### src/hdl/r2h_pkg.sv
// Shared constants for the RGB to HSV pixel converter.
`timescale 1ns / 1ps

package r2h_pkg;

  localparam logic [1:0] WIN_RED   = 2'd0;
  localparam logic [1:0] WIN_GREEN = 2'd1;
  localparam logic [1:0] WIN_BLUE  = 2'd2;

  localparam int SECTORS     = 6;
  localparam int GREEN_START = 2;
  localparam int BLUE_START  = 4;

endpackage

### src/hdl/r2h_if.sv
// Stream interfaces for RGB pixels in and HSV pixels out.
`timescale 1ns / 1ps

interface rgb_if #(
  parameter int CHANNEL_BITS = 8
);
  logic                    valid;
  logic                    ready;
  logic [CHANNEL_BITS-1:0] red_in;
  logic [CHANNEL_BITS-1:0] green_in;
  logic [CHANNEL_BITS-1:0] blue_in;

  modport source (output valid, output red_in, output green_in, output blue_in, input ready);
  modport sink (input valid, input red_in, input green_in, input blue_in, output ready);
endinterface

interface hsv_if #(
  parameter int CHANNEL_BITS = 8,
  parameter int HUE_BITS     = 16
);
  logic                    valid;
  logic                    ready;
  logic [HUE_BITS-1:0]     hue_out;
  logic [CHANNEL_BITS-1:0] saturation_out;
  logic [CHANNEL_BITS-1:0] value_out;

  modport source (output valid, output hue_out, output saturation_out, output value_out,
                  input ready);
  modport sink (input valid, input hue_out, input saturation_out, input value_out,
                output ready);
endinterface

### src/hdl/rgb_to_hsv_pixel.sv
// Pipelined RGB to HSV pixel converter, top level.
// The converter takes one pixel per clock while the output is not stalled and
// returns each result after max(HUE_BITS, CHANNEL_BITS) + 1 register stages.
// The first stage finds the largest and smallest channel, the spread and the
// hue numerator; each later stage resolves one quotient bit of whichever of
// the hue and the saturation divisions still has bits left, by a restoring
// compare and subtract. Each stage holds its own valid bit and takes new data
// whenever it is empty or the stage after it moves, so bubbles close up and a
// stalled output does not block input until the whole pipeline is full. Grey
// and black pixels give zero hue and saturation.
`timescale 1ns / 1ps

module rgb_to_hsv_pixel
  import r2h_pkg::*;
#(
  parameter int CHANNEL_BITS = 8,
  parameter int HUE_BITS     = 16
) (
  input  logic  clk,
  input  logic  rst_n,
  rgb_if.sink   in_pix,
  hsv_if.source out_pix
);

  localparam int C = CHANNEL_BITS;
  localparam int H = HUE_BITS;
  localparam int W = C + 3;
  localparam int L = (H > C) ? H : C;

  typedef struct packed {
    logic         vld;
    logic         zero;
    logic [C-1:0] hi;
    logic [W-1:0] hdiv;
    logic [W-1:0] hrem;
    logic [H-1:0] hq;
    logic [C-1:0] srem;
    logic [C-1:0] slow;
    logic [C-1:0] sq;
  } stage_t;

  stage_t     st_r [0:L];
  stage_t     st_nxt [0:L];
  logic [L:0] rdy;

  logic [C-1:0]   r_c, g_c, b_c, hi_c, lo_c, spr_c;
  logic [1:0]     win_c;
  logic [W-1:0]   six_c, num_c;
  logic [2*C-1:0] sdvd_c;

  always_comb begin
    r_c = in_pix.red_in;
    g_c = in_pix.green_in;
    b_c = in_pix.blue_in;
    if ((r_c >= g_c) && (r_c >= b_c)) begin
      win_c = WIN_RED;
      hi_c  = r_c;
    end else if (g_c >= b_c) begin
      win_c = WIN_GREEN;
      hi_c  = g_c;
    end else begin
      win_c = WIN_BLUE;
      hi_c  = b_c;
    end
    lo_c = r_c;
    if (g_c < lo_c) begin
      lo_c = g_c;
    end
    if (b_c < lo_c) begin
      lo_c = b_c;
    end
    spr_c  = hi_c - lo_c;
    six_c  = (W'(spr_c) << 2) + (W'(spr_c) << 1);
    sdvd_c = ({C'(0), spr_c} << C) - {C'(0), spr_c};
    case (win_c)
      WIN_RED: begin
        if (g_c >= b_c) begin
          num_c = W'(g_c) - W'(b_c);
        end else begin
          num_c = six_c - (W'(b_c) - W'(g_c));
        end
      end
      WIN_GREEN: begin
        num_c = W'(spr_c) * W'(GREEN_START) + W'(b_c) - W'(r_c);
      end
      default: begin
        num_c = W'(spr_c) * W'(BLUE_START) + W'(r_c) - W'(g_c);
      end
    endcase
    st_nxt[0].vld  = in_pix.valid;
    st_nxt[0].zero = (spr_c == '0);
    st_nxt[0].hi   = hi_c;
    st_nxt[0].hdiv = six_c;
    st_nxt[0].hrem = num_c;
    st_nxt[0].hq   = '0;
    st_nxt[0].srem = sdvd_c[2*C-1:C];
    st_nxt[0].slow = sdvd_c[C-1:0];
    st_nxt[0].sq   = '0;
  end

  assign rdy[0]       = !st_r[0].vld || rdy[1];
  assign in_pix.ready = rdy[0];

  always_ff @(posedge clk) begin
    if (!rst_n) begin
      st_r[0].vld <= 1'b0;
    end else if (rdy[0]) begin
      st_r[0] <= st_nxt[0];
    end
  end

  for (genvar k = 1; k <= L; k++) begin : g_stage
    logic [W:0] ht;
    logic       hge;
    logic [C:0] stt;
    logic       sge;

    if (k == L) begin : g_last
      assign rdy[k] = !st_r[k].vld || out_pix.ready;
    end else begin : g_mid
      assign rdy[k] = !st_r[k].vld || rdy[k+1];
    end

    always_comb begin
      st_nxt[k] = st_r[k-1];
      ht  = {st_r[k-1].hrem, 1'b0};
      hge = (ht >= {1'b0, st_r[k-1].hdiv});
      stt = {st_r[k-1].srem, st_r[k-1].slow[C-1]};
      sge = (stt >= {1'b0, st_r[k-1].hi});
      if (k - 1 < H) begin
        st_nxt[k].hrem = hge ? W'(ht - {1'b0, st_r[k-1].hdiv}) : W'(ht);
        st_nxt[k].hq   = {st_r[k-1].hq[H-2:0], hge};
      end
      if (k - 1 < C) begin
        st_nxt[k].srem = sge ? C'(stt - {1'b0, st_r[k-1].hi}) : C'(stt);
        st_nxt[k].slow = {st_r[k-1].slow[C-2:0], 1'b0};
        st_nxt[k].sq   = {st_r[k-1].sq[C-2:0], sge};
      end
    end

    always_ff @(posedge clk) begin
      if (!rst_n) begin
        st_r[k].vld <= 1'b0;
      end else if (rdy[k]) begin
        st_r[k] <= st_nxt[k];
      end
    end
  end

  assign out_pix.valid          = st_r[L].vld;
  assign out_pix.hue_out        = st_r[L].zero ? '0 : st_r[L].hq;
  assign out_pix.saturation_out = st_r[L].zero ? '0 : st_r[L].sq;
  assign out_pix.value_out      = st_r[L].hi;

endmodule

### src/flat_wrapper.sv
// flat-port wrapper written by rule: the top's interface ports become plain ports
module rgb_to_hsv_pixel_flat import r2h_pkg::*;
#(
  parameter int CHANNEL_BITS = 8,
  parameter int HUE_BITS     = 16
)
  (clk, rst_n, in_pix_valid, in_pix_red_in, in_pix_green_in, in_pix_blue_in, in_pix_ready, out_pix_valid, out_pix_hue_out, out_pix_saturation_out, out_pix_value_out, out_pix_ready);
  rgb_if #(.CHANNEL_BITS(CHANNEL_BITS)) in_pix_i ();
  hsv_if #(.CHANNEL_BITS(CHANNEL_BITS), .HUE_BITS(HUE_BITS)) out_pix_i ();
  input  logic clk;
  input  logic rst_n;
  input wire logic [$bits(in_pix_i.valid)-1:0] in_pix_valid;
  input wire logic [$bits(in_pix_i.red_in)-1:0] in_pix_red_in;
  input wire logic [$bits(in_pix_i.green_in)-1:0] in_pix_green_in;
  input wire logic [$bits(in_pix_i.blue_in)-1:0] in_pix_blue_in;
  output wire logic [$bits(in_pix_i.ready)-1:0] in_pix_ready;
  output wire logic [$bits(out_pix_i.valid)-1:0] out_pix_valid;
  output wire logic [$bits(out_pix_i.hue_out)-1:0] out_pix_hue_out;
  output wire logic [$bits(out_pix_i.saturation_out)-1:0] out_pix_saturation_out;
  output wire logic [$bits(out_pix_i.value_out)-1:0] out_pix_value_out;
  input wire logic [$bits(out_pix_i.ready)-1:0] out_pix_ready;
  assign in_pix_i.valid = in_pix_valid;
  assign in_pix_i.red_in = in_pix_red_in;
  assign in_pix_i.green_in = in_pix_green_in;
  assign in_pix_i.blue_in = in_pix_blue_in;
  assign in_pix_ready = in_pix_i.ready;
  assign out_pix_valid = out_pix_i.valid;
  assign out_pix_hue_out = out_pix_i.hue_out;
  assign out_pix_saturation_out = out_pix_i.saturation_out;
  assign out_pix_value_out = out_pix_i.value_out;
  assign out_pix_i.ready = out_pix_ready;
  rgb_to_hsv_pixel #(.CHANNEL_BITS(CHANNEL_BITS), .HUE_BITS(HUE_BITS)) u_core (.clk(clk), .rst_n(rst_n), .in_pix(in_pix_i), .out_pix(out_pix_i));
endmodule
### config.mk
export PLATFORM = sky130hd
export DESIGN_NAME = rgb_to_hsv_pixel_flat
export DESIGN_NICKNAME = d
export VERILOG_FILES = /design/src/hdl/r2h_pkg.sv /design/src/hdl/r2h_if.sv /design/src/hdl/rgb_to_hsv_pixel.sv /design/src/flat_wrapper.sv
export SDC_FILE = /design/constraint.sdc
export NUM_CORES = 1
export LEC_CHECK = 0
export BUFFER_PORTS_ARGS = -buffer_cell sky130_fd_sc_hd__clkbuf_2
export CORE_MARGIN = 4
export CORE_UTILIZATION = 40
export DETAILED_ROUTE_END_ITERATION = 8
export PLACE_DENSITY = 0.61
export SYNTH_ARGS = -nofsm -noshare
export SYNTH_HDL_FRONTEND = slang
export SYNTH_SLANG_ARGS = --single-unit
### constraint.sdc
create_clock -name clk -period 17.55 [get_ports clk]
set_clock_uncertainty 0.2 [all_clocks]
set_input_delay 2.6325 -clock clk [delete_from_list [all_inputs] [get_ports clk]]
set_output_delay 2.6325 -clock clk [all_outputs]
set_load 0.03 [all_outputs]
After elaboration in Yosys (flattened, before gate mapping)
Memories as Yosys holds them, arrays and structs flattened.
Cells that the tools add are included.
- add/sub/neg operators: 34
- magnitude comparators: 29
- equal/unequal tests: 1
- mux-type cells: 103
- bitwise gates (word level): 17
- reductions and logical operators: 37
- operator list (cell ; count):
    $ge A12 B11 Y1 ; 16
    $mux W11 ; 17
    $sub A11 B11 Y11 ; 17
    $mux W8 ; 13
    $ge A9 B8 Y1 ; 8
    $sub A8 B8 Y8 ; 9
    $mux W1 ; 69
    $ge A8 B8 Y1 ; 3
    $pmux W11 S2 ; 1
    $sub A11 B8 Y11 ; 2
    $sub A8 B8 Y9 ; 2
    $logic_not A1 Y1 ; 17
    $logic_or A1 B1 Y1 ; 17
    $or A1 B1 Y1 ; 17
    $lt A8 B8 Y1 ; 2
    $mux W16 ; 1
    $sub A16 B8 Y16 ; 1
    $add A10 B8 Y11 ; 1
    $add A10 B9 Y11 ; 1
    $add A9 B8 Y10 ; 1
    $logic_not A8 Y1 ; 1
    $mux W2 ; 2
    $eq A2 B1 Y1 const B ; 1
    $logic_not A2 Y1 ; 1
    $logic_and A1 B1 Y1 ; 1
- register bits: 0
- RAM bits: 1224
- input port bits: 28
- output and inout bits: 34
- word-level logic and storage cells: 222
- memories: 1
- memory list (memory ; words ; width ; rd ports ; clocked after Yosys merged registers in ; write ports ; RTL line ; source):
    u_core.st_r ; 17 ; 72 ; 17 ; 0 ; 17 ; rgb_to_hsv_pixel.sv:42 ; stage_t st_r [0:L];

Logic depth before layout (Yosys ltp)
Gate-level depths: netlist (run 1).
An unclocked memory read counts as a cell.
- depth in word-level cells: 23
- depth in mapped cells: 36
- depth with buffers taken out: 35

Worst setup path before layout (run 1)
OpenSTA, ideal clock, no wires.
- path kind: in2reg
- start: input in_pix_green_in[5]
- end: memory u_core.st_r[0][49] (netlist bit) (data pin)
- setup time: 0.274 ns
- data arrival time: 9.527 ns
- required time: 17.076 ns
- path slack: 7.549 ns
- cell stages on the path: 31
- path buffers: 2
- path through: inv_1 ha_1 a21o_1 a21o_1 a221o_1 clkbuf_1 a21oi_1 ha_1 a2111oi_0 nand2b_1 o21ai_0 clkbuf_1 a21oi_1 ha_1 nor2b_1 o21a_1 nor2_1 xnor2_1 ha_1 a21o_1 a41o_1 and3_1 a311oi_1 xnor2_1 ha_1 a21o_1 a31oi_1 xor2_1 a21oi_1 nor2_1 o221ai_1
- RTL lines (what ; RTL line ; source):
    from (decl) ; flat_wrapper.sv:14 ; input wire logic [$bits(in_pix_i.green_in)-1:0] in_pix_green_in;
    to (decl) ; rgb_to_hsv_pixel.sv:42 ;

==> flow_summary.toml, run 1 <==
[floorplanning]
die_h_microns = 326.1
initial_core_util_pct = 40.37
rows = 116
die_area_sq_mm = 0.1064
ios = 62
core_sq_mm = 0.1003
die_w_microns = 326.1

[cts]
cts_buffers = 83
cts_tree = "built"
htreeDepth = 3
post_cts_buffers = 0
clock_latency_ns = 0.63
clockBufferDepth = 3
cts.sink_count = 812
cts-root-buf = "clkbuf_16"
path_clk_slew_ns = 0.06
cts_resized = 0
cts_hold_buffers = 0

[critical_path]
r2r-start = "u_core.st_r[2][53]"
cp-endpoint = "u_core.st_r[0][49]"
crit_path_start = "in_pix_green_in[7]"
cp_num_buf_inv = 4
crit_path_frequent_cell = "ha_1"
cp-start-kind = "input port"
cp.depth = 34
endpoint_kind = "flop"
cp.required_ns = 17.70
cp.arrival_ns = 10.62
rr_worst_depth = 12
critPathKind = "input port to flop"
cp_slowest_cell = "a2111oi_0"
cp_max_fo = 15
r2r_slack_ns = 13.38
r2r_end = "u_core.st_r[3][48]"
slowest_delay_ns = 0.82
crit_family = "compound AO/OA/AOI/OAI gates"

[detailed_routing]
wl_met2_mm = 36.03
drt-met1-wl_mm = 31.19
wl_met3_mm = 2.774
wl_per_cell_microns = 15.23
drt_pass1_iterations = 5
viasPerCell = 4.883
drt_iter0_markers = 1228
vias = 23134
postRouteAntennaNets = 0
topRoutingLayerUsed = "met4"
drc = 0
drt-total-wl_mm = 72.16

[place]
io_buffers = 61
dp_slack_ns = 6.433
gp_congestion = 0.8481
dpl-instance-area_sq_mm = 0.04257
dp_hpwl_mm = 54.96

[logic_synthesis]
synth_top_area_cell = "edfxtp_1"
syn_area_sq_mm = 0.04048
synthFlopType = "edfxtp_1"
ys_top_cells_by_count = "811 x edfxtp_1, 438 x inv_1, 321 x ha_1"
syn-num-nets = 3574
yosys.cell_types.count = 66
synthArstFlopShare_pct = 0
synth_top_area_share_pct = 60.16
synth.area.top_cells = "edfxtp_1 60%, ha_1 9.9%, inv_1 4.1%"
synth_cells = 3189
syn_area_per_cell_sq_um = 12.69
ys_warn_count = 0
ys_seq_area_share_pct = 60.21
synth.most_common_cell = "edfxtp_1"
synth_edf_count = 811
ys_ff_latch = 812

[global_route]
grt-ovfl-total = 0
grt_pass1_vias = 23222
gr-usage-all-layers_pct = 13.62
grt_antenna_before_repair = 0
grt_start_max_net_pins = 53
grt_pass1_wl_mm = 118.3

[timing]
holdWs_ns = 0.1938
setup_viol = 0
grt_setup_unrepaired = "no"
worstMarginPinSlew_ns = 1.123
fin_crit_ns = 10.47
hold_viol = 0
fmax_mhz = 95.49
postLayoutSetupSlackWorst_ns = 7.077
finalCritPeriodShare_pct = 59.67
tns_ns = 0
max-slew-margin-rel_pct = 25.13
slew_viol_final = 0

[cells_and_area]
fin_area_sq_mm = 0.04528
fin_nets = 3702
reg_top3 = "u_core.st_r x812"
regMostFlops = "u_core.st_r"
seq_area_sq_mm = 0.02437
largest_register_ffs = 812
num-fill-cells = 9012
multi_input_comb_area_sq_mm = 0.01441
drive_above_1_share_pct = 9.790
area_growth_pct = 11.84
diodes = 0

[pwr]
p_switching_mw = 2.765
vdd_drop_max_mv = 0.09174
leakagePower_nw = 18.13
pwr-share-seq_pct = 37.3
pwr-share-comb_pct = 41.3
powerDensity_mw_per_mm2 = 177.8
intPower_mw = 5.286
p_sw_share_pct = 34.34
pwr-share-clk_pct = 21.4

[outcome]
status = "finished clean"

[flow_run]
max_cap_viol_count = 0

[worst_hold_path]
hold_class = "flop to flop"
[worst min path at each step]
stage	from	endpoint	depth (start not counted)	slack, ns
finish	u_core.st_r[10][6]	u_core.st_r[11][6]	0	0.19
global route	u_core.st_r[13][33]	u_core.st_r[14][34]	0	0.20
CTS	u_core.st_r[10][6]	u_core.st_r[11][6]	0	0.19
detailed placement	u_core.st_r[10][5]	u_core.st_r[11][5]	0	0.20
global placement	u_core.st_r[13][34]	u_core.st_r[14][35]	0	0.20
floorplan	u_core.st_r[9][0]	u_core.st_r[10][0]	0	0.20
[metal layers]
metal	track usage (%)	vias to the layer above
met4	4.804	0
met3	2.233	126
met2	24.31	365
met1	16.66	10993
met5	0	-
li1	-	11650
[worst reg2reg max path: stages, from the launching register on]
cell and delay (ns):
edfxtp_1 0.44, inv_1 0.09, ha_1 0.24, nor2b_1 0.13
o21ai_0 0.20, a21boi_0 0.21, o21ai_0 0.26, a21boi_0 0.16
o21ai_0 0.23, a21boi_0 0.20, o31a_1 0.29, nor2_1 0.84
mux2_2 0.44
[logic make-up (layout without fill, tap and decap cells)]
group                      Yosys count  count (layout)  synth area share, %
DFF                                812             812                60.21
and+or+nand+nor                    702             702                8.023
AOI/OAI and AO/OA                  573             573                8.938
buffers and inverters              476             668                4.494
adders and majority gates          359             359                11.75
xor gates and xnor gates           139             139                3.054
muxes                              128             128                3.536
[per-stage QoR]
| stage | std cells | total power, mW | util [%] |
|---|---|---|---|
| finish | 4738 | 8.051 | 45.14 |
| global route | 4738 | 8.687 | 45.14 |
| CTS | 4738 | 8.146 | 45.14 |
| detailed placement | 4589 | 6.368 | 42.44 |
| global placement | 4589 | 6.325 | 42.44 |
| floorplan | 3189 | 5.578 | - |
[cell usage in the layout (no fill, tap or decap), drive strengths merged, types with 35 or more instances in the layout]
| cell type | n |
|---|---|
| edfxtp | 811 |
| inv | 447 |
| ha | 321 |
| nor2 | 254 |
| o21ai | 183 |
| nand2 | 182 |
| clkbuf | 157 |
| a21oi | 130 |
| mux2 | 107 |
| xnor2 | 93 |
| nor2b | 85 |
| a21boi | 65 |
| xor2 | 46 |
| nand4 | 41 |
| fa | 36 |
| clkinv | 35 |
[final cells by class]
type / instances / area share, %
clock buffer: 96 / 4.695
clock inverter: 53 / 1.288
inverter: 441 / 3.662
multi-input combinational: 1901 / 31.82
sequential: 812 / 53.83
tap: 1357 / 3.750
timing repair buffer: 78 / 0.9562
[power groups by stage]
stage          clock network (mW)  logic [mW]  registers [mW]
2_1_floorplan                   0        2.63            2.95
3_3_place_gp                    0        3.29            3.04
3_5_place_dp                    0        3.32            3.05
4_1_cts                      1.79        3.35            3.01
5_1_grt                      1.87        3.77            3.05
6_report                     1.72        3.33            3.00
Power figures use the tool's default switching activity.
==> run 2, diff against run 1 <==
==> constraint.sdc (replaced) <==
create_clock -name clk -period 11 [get_ports clk]
set_clock_uncertainty 0.2 [all_clocks]
set_input_delay 1.65 -clock clk [delete_from_list [all_inputs] [get_ports clk]]
set_output_delay 1.65 -clock clk [all_outputs]
set_load 0.03 [all_outputs]
==> flow_summary.toml, run 2 (synthesis results as in run 1) <==
[pwr]
intPower_mw = 8.525
pwr-share-comb_pct = 41.1
vdd_drop_max_mv = 0.1870
leakagePower_nw = 18.19
pwr-share-seq_pct = 36.9
p_switching_mw = 4.441
pwr-share-clk_pct = 22.0
powerDensity_mw_per_mm2 = 285.8
p_sw_share_pct = 34.25

[timing]
fmax_mhz = 108.1
fin_crit_ns = 9.247
slew_viol_final = 0
hold_viol = 0
worstMarginPinSlew_ns = 1.127
finalCritPeriodShare_pct = 84.06
max-slew-margin-rel_pct = 24.87
postLayoutSetupSlackWorst_ns = 1.753
tns_ns = 0
setup_viol = 0
grt_setup_unrepaired = "no"

[cells_and_area]
final_cell_mix = "811 x edfxtp_1, 438 x inv_1, 321 x ha_1, 252 x nor2_1, 182 x nand2_1"
area_growth_pct = 12.08
fin_nets = 3705
reg_top3 = "u_core.st_r x812"
multi_input_comb_area_sq_mm = 0.01441
drive_above_1_share_pct = 10.22
largest_register_ffs = 812
layout_commonest_cell = "edfxtp_1"
regMostFlops = "u_core.st_r"
diodes = 0
num-fill-cells = 9052
seq_area_sq_mm = 0.02437

[critical_path]
cp.required_ns = 11.14
crit_path_frequent_cell = "ha_1"
slowest_delay_ns = 0.78
cp_max_fo = 15
cp_slowest_cell = "a2111oi_0"
critPathKind = "input port to flop"
cp_num_buf_inv = 4
crit_family = "compound AO/OA/AOI/OAI gates"
cp-start-kind = "input port"
endpoint_kind = "flop"
cp.arrival_ns = 9.38

[cts]
cts_hold_buffers = 0
path_clk_slew_ns = 0.06
cts-root-buf = "clkbuf_16"
cts_resized = 0
cts.sink_count = 812
clockBufferDepth = 3
cts_tree = "built"
cts_buffers = 84
clock_latency_ns = 0.64
post_cts_buffers = 0
htreeDepth = 3

[detailed_routing]
drt-total-wl_mm = 73.40
drt_iter0_markers = 1270
vias = 23147
drt_pass1_iterations = 5
drc = 0
viasPerCell = 4.881
postRouteAntennaNets = 0
wl_per_cell_microns = 15.48

[place]
io_buffers = 61
gp_congestion = 0.8472
dp_hpwl_mm = 55.62
dp_slack_ns = 1.139

[floorplanning]
core_sq_mm = 0.1003
rows = 116
die_w_microns = 326.1
ios = 62
initial_core_util_pct = 40.37
die_h_microns = 326.1
die_area_sq_mm = 0.1064

[worst_hold_path]
hold_class = "flop to flop"

[outcome]
status = "finished clean"

[global_route]
grt_antenna_before_repair = 0
grt_pass1_wl_mm = 120.3
grt-ovfl-total = 0
grt_start_max_net_pins = 53
grt_pass1_vias = 23497
gr-usage-all-layers_pct = 13.85

[flow_run]
max_cap_viol_count = 0
run 2: cell count changes in the layout (fill, tap and decap cells not counted):
cell / previous run / this run
buf_4: 17 / 19
bufinv_16: 8 / 11
clkbuf_16: 83 / 84
clkinv_1: 21 / 10
clkinv_16: 3 / 1
clkinv_2: 10 / 15
clkinv_4: 0 / 3
clkinv_8: 1 / 2
clkinvlp_4: 4 / 5
inv_16: 2 / 1
inv_6: 3 / 6
inv_8: 1 / 0
run 2: layout make-up:
type / instances / area share [%]
Inverter: 441 / 3.654
Sequential cell: 812 / 53.72
Multi-Input combinational cell: 1901 / 31.75
Clock inverter: 54 / 1.415
Clock buffer: 97 / 4.740
Timing Repair Buffer: 80 / 0.9872
Tap cell: 1357 / 3.742
run 2: per-layer routing:
metal	wire length [microns]	track usage, %
met1	31880	16.98
met2	36430	24.61
met3	2721	2.239
met4	2363	5.074
met5	0	0
run 2: worst reg2reg max path, cell delays in order, from the launching register on:
cell      delay (ns)
edfxtp_1        0.47
inv_1           0.16
ha_1            0.26
nor2b_1         0.13
o21ai_0         0.23
a21boi_0        0.17
o21ai_0         0.33
a21boi_0        0.19
o21ai_0         0.22
a21boi_0        0.19
o31a_1          0.29
nor2_1          0.68
mux2_2          0.43
run 2: metrics by stage:
stage | utilization, % | power, mW | cell area [sq um] | hold slack [ns] | cells
2_1_floorplan | - | 8.899 | 40480 | 0.2003 | 3189
3_3_place_gp | 42.46 | 10.11 | 42580 | 0.2003 | 4591
3_5_place_dp | 42.46 | 10.18 | 42580 | 0.2045 | 4591
4_1_cts | 45.24 | 13.11 | 45370 | 0.1996 | 4742
5_1_grt | 45.24 | 13.97 | 45370 | 0.2180 | 4742
6_report | 45.24 | 12.97 | 45370 | 0.2017 | 4742
run 2: worst paths after layout:
| check | startpoint | slack, ns | to | cells after the start |
|---|---|---|---|---|
| max | in_pix_green_in[7] | 1.75 | u_core.st_r[0][49] | 33 |
| min | u_core.st_r[13][4] | 0.20 | u_core.st_r[14][4] | 0 |
| max reg2reg | u_core.st_r[6][53] | 6.81 | u_core.st_r[7][46] | 12 |
| min reg2reg | u_core.st_r[13][4] | 0.20 | u_core.st_r[14][4] | 0 |
run 2: power by group through the flow:
| stage | Clock, mW | Combinational [mW] | Sequential (mW) |
|---|---|---|---|
| 2_1_floorplan | 0 | 4.20 | 4.70 |
| 3_3_place_gp | 0 | 5.27 | 4.85 |
| 3_5_place_dp | 0 | 5.32 | 4.86 |
| 4_1_cts | 2.94 | 5.37 | 4.80 |
| 5_1_grt | 3.08 | 6.03 | 4.86 |
| 6_report | 2.85 | 5.33 | 4.79 |
